===== config.mk =====
export PLATFORM = sky130hd
export DESIGN_NAME = lfg_ctrl
export DESIGN_NICKNAME = d
export VERILOG_FILES = /design/src/design/lfg_pkg.sv /design/src/design/lfg_ctrl.sv
export SDC_FILE = /design/constraint.sdc
export NUM_CORES = 1
export LEC_CHECK = 0
export BUFFER_PORTS_ARGS = -buffer_cell sky130_fd_sc_hd__buf_2
export CAP_MARGIN = 20
export CORE_AREA = 8 8 45 47
export DETAILED_ROUTE_END_ITERATION = 6
export DIE_AREA = 0 0 53 55
export SLEW_MARGIN = 20
export SYNTH_ARGS = -nofsm -noshare
export SYNTH_HDL_FRONTEND = slang
export SYNTH_SLANG_ARGS = --single-unit

===== constraint.sdc =====
create_clock -name clock -period 1.6 [get_ports clock]
set_input_delay 0.16 -clock clock [delete_from_list [all_inputs] [get_ports clock]]
set_output_delay 0.16 -clock clock [all_outputs]
set_load 0.02 [all_outputs]

===== src/design/lfg_pkg.sv =====
package lfg_pkg;

   localparam int DSQ_W = 22;
   localparam logic [DSQ_W-1:0] NEVER_REACHED = {DSQ_W{1'b1}};
   localparam logic [DSQ_W-1:0] DSQ_LIMIT = {{(DSQ_W-1){1'b1}}, 1'b0};
   localparam int GAIN_W = 24;
   localparam int GAIN_FRAC = 16;
   localparam int TAB_FRAC = 6;
   localparam int POS_W = 14;
   localparam int OP_W = 2;
   localparam int CSR_IDX_W = 2;
   localparam int CSR_DATA_W = 24;
   localparam logic [63:0] EXP_STEP_Q32 = 64'd4228380001;

   typedef enum logic [OP_W-1:0] {
      OP_CLEAR = 2'd0,
      OP_ADD   = 2'd1,
      OP_QUERY = 2'd2,
      OP_NONE  = 2'd3
   } op_type;

   typedef enum logic [CSR_IDX_W-1:0] {
      CSR_WIDTH  = 2'd0,
      CSR_HEIGHT = 2'd1,
      CSR_REACH  = 2'd2,
      CSR_GAIN   = 2'd3
   } csr_idx_type;

   typedef enum logic [3:0] {
      ST_INIT,
      ST_IDLE,
      ST_CLEAR,
      ST_ADD_RD,
      ST_ADD_WAIT,
      ST_ADD_WR,
      ST_Q_RD,
      ST_Q_WAIT,
      ST_Q_MUL,
      ST_Q_TAB,
      ST_OUT
   } state_type;

   typedef struct packed {
      logic load;
      logic clr_start;
      logic clr_step;
      logic add_start;
      logic mem_rd;
      logic add_wr;
      logic add_next;
      logic q_rd;
      logic q_mul;
      logic q_tab;
      logic out_load;
   } cmd_type;

   typedef struct packed {
      logic clr_last;
      logic add_empty;
      logic add_last;
   } sts_type;

   // exp table built at elaboration
   function automatic logic [7:0] exp_entry(input int k);
      logic [63:0] e;
      logic [63:0] v;
      e = 64'h1_0000_0000;
      for (int i = 0; i < k; i++)
         e = (e * EXP_STEP_Q32 + 64'h8000_0000) >> 32;
      v = (64'd255 * e + 64'h8000_0000) >> 32;
      return v[7:0];
   endfunction

endpackage


===== src/design/lfg_ctrl.sv =====
module lfg_ctrl (
   input  logic              clock,
   input  logic              reset,
   input  logic              req_valid,
   output logic              req_stall,
   input  logic [1:0]        req_op,
   output logic              rsp_valid,
   input  logic              rsp_stall,
   input  lfg_pkg::sts_type  sts,
   output lfg_pkg::cmd_type  cmd
);

   lfg_pkg::state_type state_ff, state_in;
   logic rsp_valid_ff, rsp_valid_in;
   logic accept;
   logic done;

   assign req_stall = (state_ff != lfg_pkg::ST_IDLE) || (rsp_valid_ff && rsp_stall);
   assign accept = req_valid && !req_stall;
   assign rsp_valid = rsp_valid_ff;
   assign done = (state_ff == lfg_pkg::ST_OUT);

   always_comb begin
      state_in = state_ff;
      case (state_ff)
         lfg_pkg::ST_INIT: if (sts.clr_last) state_in = lfg_pkg::ST_IDLE;
         lfg_pkg::ST_IDLE: begin
            if (accept) begin
               case (lfg_pkg::op_type'(req_op))
                  lfg_pkg::OP_CLEAR: state_in = lfg_pkg::ST_CLEAR;
                  lfg_pkg::OP_ADD:   state_in = lfg_pkg::ST_ADD_RD;
                  lfg_pkg::OP_QUERY: state_in = lfg_pkg::ST_Q_RD;
                  default:           state_in = lfg_pkg::ST_OUT;
               endcase
            end
         end
         lfg_pkg::ST_CLEAR: if (sts.clr_last) state_in = lfg_pkg::ST_OUT;
         lfg_pkg::ST_ADD_RD: begin
            if (sts.add_empty) state_in = lfg_pkg::ST_OUT;
            else state_in = lfg_pkg::ST_ADD_WAIT;
         end
         lfg_pkg::ST_ADD_WAIT: state_in = lfg_pkg::ST_ADD_WR;
         lfg_pkg::ST_ADD_WR: begin
            if (sts.add_last) state_in = lfg_pkg::ST_OUT;
            else state_in = lfg_pkg::ST_ADD_RD;
         end
         lfg_pkg::ST_Q_RD:   state_in = lfg_pkg::ST_Q_WAIT;
         lfg_pkg::ST_Q_WAIT: state_in = lfg_pkg::ST_Q_MUL;
         lfg_pkg::ST_Q_MUL:  state_in = lfg_pkg::ST_Q_TAB;
         lfg_pkg::ST_Q_TAB:  state_in = lfg_pkg::ST_OUT;
         lfg_pkg::ST_OUT:    state_in = lfg_pkg::ST_IDLE;
         default:            state_in = lfg_pkg::ST_IDLE;
      endcase
   end

   always_comb begin
      cmd = '0;
      cmd.load = accept;
      case (state_ff)
         lfg_pkg::ST_IDLE: begin
            cmd.clr_start = accept && (req_op == lfg_pkg::OP_CLEAR);
            cmd.add_start = accept && (req_op == lfg_pkg::OP_ADD);
         end
         lfg_pkg::ST_INIT, lfg_pkg::ST_CLEAR: cmd.clr_step = 1'b1;
         lfg_pkg::ST_ADD_RD:   cmd.mem_rd = !sts.add_empty;
         lfg_pkg::ST_ADD_WR: begin
            cmd.add_wr = 1'b1;
            cmd.add_next = 1'b1;
         end
         lfg_pkg::ST_Q_RD:  cmd.q_rd = 1'b1;
         lfg_pkg::ST_Q_MUL: cmd.q_mul = 1'b1;
         lfg_pkg::ST_Q_TAB: cmd.q_tab = 1'b1;
         lfg_pkg::ST_OUT:   cmd.out_load = 1'b1;
         default: ;
      endcase
   end

   always_comb begin
      rsp_valid_in = rsp_valid_ff;
      if (rsp_valid_ff && !rsp_stall) rsp_valid_in = 1'b0;
      if (done) rsp_valid_in = 1'b1;
   end

   always_ff @(posedge clock) begin
      if (reset) begin
         state_ff <= lfg_pkg::ST_INIT;
         rsp_valid_ff <= 1'b0;
      end else begin
         state_ff <= state_in;
         rsp_valid_ff <= rsp_valid_in;
      end
   end

   a_out_needs_room: assert property (@(posedge clock) disable iff (reset)
      done |-> !(rsp_valid_ff && rsp_stall)) else $error("result overwritten");
   a_busy_stalls: assert property (@(posedge clock) disable iff (reset)
      (state_ff != lfg_pkg::ST_IDLE) |-> req_stall) else $error("accept while busy");
   a_done_valid: assert property (@(posedge clock) disable iff (reset)
      done |=> rsp_valid) else $error("result lost");

endmodule


==> results of run 1 <==
flip-flops by register name, indices dropped and copies added (netlist names):
name and count:
state_ff 4, rsp_valid 1
layout make-up:
class,count,area [µm²],area share (%)
multi-input cells,49,324,51.6
well taps,16,20.0,3.19
inverters,4,15.0,2.39
repair buffers,24,130,20.7
clock buffers,4,26.3,4.18
flip-flops and latches,5,113,17.9
routing by layer:
layer,up-vias,share of wire [%],wire length (µm)
met5,-,0,0
li1,272,-,-
met2,15,48,645
met4,0,0,0
met3,0,6.1,82
met1,229,46,625
critical path: cells and delay by family (launching register included):
| family | cells | cell delay (ns) |
|---|---|---|
| buffers and inverters | 3 | 0.40 |
| DFF | 1 | 0.39 |
| and+or+nand+nor | 2 | 0.36 |
report_power, final:
part	total [mW]	switching, mW	internal (mW)
sequential	0.147	0.0167	0.130
combinational	0.132	0.0686	0.0635
clock	0.142	0.0479	0.0940
total	0.421	0.133	0.288
synthesized netlist by cell type (all sizes together):
| cell type | count | area, µm² |
|---|---|---|
| a311oi | 1 | 8.76 |
| o32ai | 1 | 8.76 |
| nor2b | 3 | 18.8 |
| buf | 7 | 56.3 |
| dfxtp | 5 | 100 |
| nor4b | 1 | 15.0 |
| a21bo | 1 | 10.0 |
| nand2 | 4 | 15.0 |
| a31oi | 2 | 12.5 |
| or4 | 1 | 7.51 |
| nand3 | 2 | 10.0 |
| inv | 4 | 15.0 |
| nor3 | 6 | 40.0 |
| or3 | 2 | 15.0 |
| o22ai | 2 | 12.5 |
| nand2b | 3 | 18.8 |
| and3 | 1 | 7.51 |
| o21ai | 3 | 15.0 |
| a21oi | 6 | 30.0 |
| a211oi | 1 | 7.51 |
| or2b | 3 | 22.5 |
| or3b | 1 | 8.76 |
| nor2 | 5 | 21.3 |
final timing paths:
kind                    start           to  slack, ns  depth (start not counted)
setup / recovery  state_ff[3]    req_stall       0.04                          5
hold / removal          reset  state_ff[0]       0.13                          2
setup reg to reg  state_ff[3]  state_ff[0]       0.21                          5
hold reg to reg   state_ff[3]  state_ff[2]       0.54                          1
layout by cell type (no fill, tap or decap), types with 2 or more instances in the layout:
master	count
o21ai_0	2
nand2_1	4
a31oi_1	2
or2b_1	3
nor2b_1	3
nor2_1	4
buf_2	20
buf_4	4
dfxtp_4	3
clkbuf_4	3
inv_1	4
a21oi_1	6
or3_2	2
nand2b_1	3
nor3_2	3
o22ai_1	2
nor3_1	3
cell families (layout without fill, tap and decap cells):
group,after synthesis,after routing,share of synthesized area (%)
and+or+nand+nor,32,32,42.0
AOI/OAI and AO/OA,17,17,22.0
buffers and inverters,11,32,15.0
DFF,5,5,21.0
per-stage QoR:
stage                     TNS (ns)  cell area [µm²]
final                            0              628
after global routing        -0.113              628
after CTS                        0              601
after detailed placement         0              561
after global placement           0              561
after floorplan                  0              477
timing repair:
item                       4_1_cts  5_1_grt
setup endpoints to repair        3        3
pin swaps                        0        2
resized for setup                5        6
setup buffers                    0        1
==> reports/metrics.cfg, run 1 <==
[run_status]
status=finished, final reports clean

[setup_path]
critPathKind=reg2out
endpoint_kind=primary output
crit_path_start_kind=flop
crit_top_cell=buf_4
path_cells=nor4b_4, buf_4, buf_4, nand2_1, buf_2
path_max_fanout=14
cp_slowest_cell=dfxtp_4
required_ns=1.44
critPathArrivalTime_ns=1.40
slowest_delay_ns=0.39

[hold_path]
hp-class=in2reg

[sta]
skew_ns=0.00119
relSlewSlack_pct=82.2
hold_violations=0
setup_viol=0
timing.final.ws_setup_ns=0.0381
worstMarginPinSlew_ns=0.267
fmax_mhz=640
period_minus_slack_ns=1.56
holdWs_ns=0.133
fin_crit_sh_pct=97.6
finalMaxSlewViolations=0
rsz0062_at_grt=true

[clock_network]
numCtsBuffers=3
hold_buffers=0
clk_path_buf_depth=2
numClockSinks=5
cts.clk_slew.worst_paths_ns=0.04
cts_tree=yes
insertion_delay_ns=0.24
htreeDepth=1
cts.root.buffer_cell=clkbuf_4

[detailed_routing]
avgViaCountPerCell=5.06
drt_wl_total_mm=1.35
dr.pass1.iters=3
drtIter0Drc=5
postRouteAntennaNets=0
drc=0
num_vias=516
wire_per_inst_um=13.3

[final_layout]
synthToLayoutAreaGrowth_pct=31.8
diodes=0
fin_nets=96
fin_cells=102
final_core_util_pct=45.4
num-fill-cells=145
final_layout_size_suffix_gt1_share_pct=48.8

[synth]
synth_fp_nets=74
syn_area_um2=477
avgSynthCellArea_um2=7.33
ys_ff_latch=5
yosys_warnings=0
synth.distinct_cells=27
yosysSeqAreaShare_pct=21.0
syn_inst=65

[floorplanning]
initial_utilization_pct=34.4
ios=22
dieArea_um2=2920
die_x_um=53
fp-row-count=14
dieHeight_um=55
fp.coreArea_um2=1380

[grt]
grt_pass1_wl_mm=1.92
busiest_layer=met2
grt.total_usage_pct=8.53
grt_max_degree=16
antenna_found_initial=0
met2_usage_pct=13.7
use_met3_pct=2.94
first_global_vias=432
grt_use_met1_pct=10.0
gr-total-overflow=0

[placed_design]
dp_hpwl_um=963
pre_cts_ws_ns=0.161
place_inst=97
place_congestion=0.809
portBuffers=21

[power_and_ir_drop]
power.density_nw_per_um2=670
p_leak_nw=0.291
total_power_mw=0.421
ir_drop_mv=0.273

[run]
drv.max_cap_violation_count=0

(Power assumes the default switching activity.)
==> inputs of run 2 (changes only) <==
--- a/config.mk
+++ b/config.mk
@@ -7,2 +7,3 @@
 export LEC_CHECK = 0
+export ABC_AREA = 1
 export BUFFER_PORTS_ARGS = -buffer_cell sky130_fd_sc_hd__buf_2
@@ -12,2 +13,3 @@
 export DIE_AREA = 0 0 53 55
+export PLACE_DENSITY = 0.66
 export SLEW_MARGIN = 20
==> constraint.sdc (replaced) <==
create_clock -name clock -period 1.6 [get_ports clock]
set_input_delay 0.24 -clock clock [delete_from_list [all_inputs] [get_ports clock]]
set_output_delay 0.24 -clock clock [all_outputs]
set_load 0.02 [all_outputs]
==> run 2 against run 1 <==
- non-clock buffer count is 1 lower
- maximum frequency up 3.9%
- register-to-register slack improved by 0.20 ns
- largest cell class unchanged
- global-route usage is 0.82 points higher
- critical endpoint is now cmd[9]
- clock skew hardly changed
- clock-buffer cell count unchanged
==> reports/metrics.cfg, run 2 <==
[final_layout]
final_layout_size_suffix_gt1_share_pct=39.6
largest_register_ffs=4
diodes=0
num-fill-cells=157
fin_nets=121
final_common_cell=nand2_1
multi_input_area_um2=324
final_area_um2=663
synthToLayoutAreaGrowth_pct=32.5
most-common-layout-cells=nand2_1, buf_2, nor2_1, inv_1, nand3_1
area.sequential_um2=103
regMostFlops=state_ff

[synth]
synth_fp_nets=97
yosysMostFrequentCell=nand2_1
yosysSeqAreaShare_pct=20.0
synth_area_leader_cell=dfxtp_1
synthTopCellsByArea=dfxtp_1, nand2_1, nor2_1, nand3_1, inv_1
yosys_warnings=0
syn_area_um2=500
synth_edf_count=0
synth-main-ff-cell=dfxtp_1
avgSynthCellArea_um2=5.69
syn_inst=88
synthArstFlopShare_pct=0
synth_top_area_share_pct=20.0
ys_ff_latch=5
synth_commonest_cells=nand2_1, nor2_1, inv_1, nand3_1, dfxtp_1
synth.distinct_cells=19

[floorplanning]
initial_utilization_pct=36.2
fp.coreArea_um2=1380
dieHeight_um=55
die_x_um=53
ios=22
dieArea_um2=2920
fp-row-count=14

[hold_path]
hold_depth=2
hp-start=reset
min_to=state_ff[3]
hp-class=in2reg

[detailed_routing]
drc=0
wire_per_inst_um=10.2
postRouteAntennaNets=0
avgViaCountPerCell=4.61
drt_wl_total_mm=1.29
wl_met2_um=613
top_layer=met4
drtIter0Drc=11
num_vias=585
route.met3.wl_um=81
dr.pass1.iters=4
routedLengthMet1_um=569

[setup_path]
path_max_fanout=5
critPathKind=reg2out
crit_path_start_kind=flop
startpoint=state_ff[1]
endpoint_kind=primary output
slowest_delay_ns=0.34
critPathArrivalTime_ns=1.26
crit_buf_inv=2
required_ns=1.36
reg2reg_slack_ns=0.41
r2r-end=state_ff[3]
r2r_cells=8
cp_slowest_cell=dfxtp_2
path_cells=inv_2, nand2_2, nor2_4, nand3_2, nor3_2, buf_4
r2r-start=state_ff[1]
path_delay_family=simple AND/OR/NAND/NOR gates

[power_and_ir_drop]
power.density_nw_per_um2=1150
p_leak_nw=0.379
ir_drop_mv=0.548

[sta]
fin_crit_sh_pct=94.0
timing.final.ws_setup_ns=0.0965
rsz0062_at_grt=true
period_minus_slack_ns=1.50
worstMarginPinSlew_ns=0.228
setup_viol=0
fmax_mhz=665
finalMaxSlewViolations=0
relSlewSlack_pct=84.7
skew_ns=0.00140
hold_violations=0

[clock_network]
numCtsBuffers=3
insertion_delay_ns=0.24
cts.clk_slew.worst_paths_ns=0.04
cts_tree=yes
cts.root.buffer_cell=clkbuf_4
numClockSinks=5
htreeDepth=1
clk_path_buf_depth=2

[placed_design]
place_congestion=0.842
pre_cts_ws_ns=0.211
dp_hpwl_mm=1.09
place_area_um2=599
portBuffers=21

[grt]
grt_pass1_wl_mm=2.05
antenna_found_initial=0
first_global_vias=531
grt.total_usage_pct=9.35
grt_max_degree=8
gr-total-overflow=0

[run]
drv.max_cap_violation_count=0

[run_status]
status=finished, final reports clean

-- run 2: cell types whose count changed after synthesis, moves of 4 or more --
cell,delta
nor2_1,+15
a21oi_1,-5
inv_2,+4
nand3_1,+10
inv_1,+8
nand2_1,+16
-- run 2: what timing repair did --
item                                    in CTS  in global routing
setup buffers                                1                  0
pin swaps                                    1                  1
hold buffers                                 0                  0
hold endpoints to repair                     0                  0
endpoints found under the setup margin       1                  6
resized for setup                            0                 11
-- run 2: cells by family (layout without fill, tap and decap cells) --
kind of cell / count (synthesis) / count (layout) / synth area share (%)
and+or+nand+nor: 60 / 60 / 56.0
buffers and inverters: 20 / 43 / 18.7
DFF: 5 / 5 / 20.0
AOI/OAI and AO/OA: 3 / 3 / 5.25
-- run 2: layer usage --
layer | up-vias | GRT usage (%)
li1 | 312 | -
met5 | - | 0
met1 | 254 | 9.89
met4 | 0 | 8.62
met2 | 15 | 14.3
met3 | 4 | 3.48
-- run 2: worst max path at each step --
stage | end | slack (ns) | cells past startpoint
floorplan | cmd[9] | 0.11 | 5
global placement | cmd[9] | 0.25 | 6
finish | cmd[9] | 0.1 | 6
detailed placement | cmd[9] | 0.21 | 6
global route | cmd[9] | -0.01 | 6
CTS | cmd[9] | 0.009 | 6
-- run 2: per-stage QoR --
stage / TNS, ns / hold WS, ns / total power [mW] / util [%] / instances
final: 0 / 0.215 / 0.759 / 47.9 / 127
after global routing: -0.0113 / 0.215 / 0.832 / 47.9 / 127
after CTS: 0 / 0.207 / 0.750 / 45.8 / 127
after detailed placement: 0 / 0.467 / 0.587 / 43.3 / 122
after global placement: 0 / 0.466 / 0.585 / 43.3 / 122
after floorplan: 0 / 0.309 / 0.501 / - / 88
-- run 2: cell type report --
class / count / share of cell area (%)
Inverter: 16 / 9.06
Multi-Input combinational cell: 63 / 48.9
Tap cell: 16 / 3.02
Clock buffer: 4 / 3.96
Sequential cell: 5 / 15.5
Timing Repair Buffer: 23 / 19.6
-- run 2: worst reg2reg max path, stage by stage (launching register included) --
cell	delay (ns)
dfxtp_2	0.34
inv_2	0.08
nand2_2	0.08
nor2_4	0.14
buf_4	0.15
o21ai_4	0.06
and2_4	0.14
nand2_1	0.06
nor2_1	0.03
-- run 2: report_power, final --
group | internal (mW) | leakage [nW] | switching [mW]
logic | 0.165 | 0.322 | 0.276
registers | 0.149 | 0.0417 | 0.0262
clock network | 0.0941 | 0.0150 | 0.0490
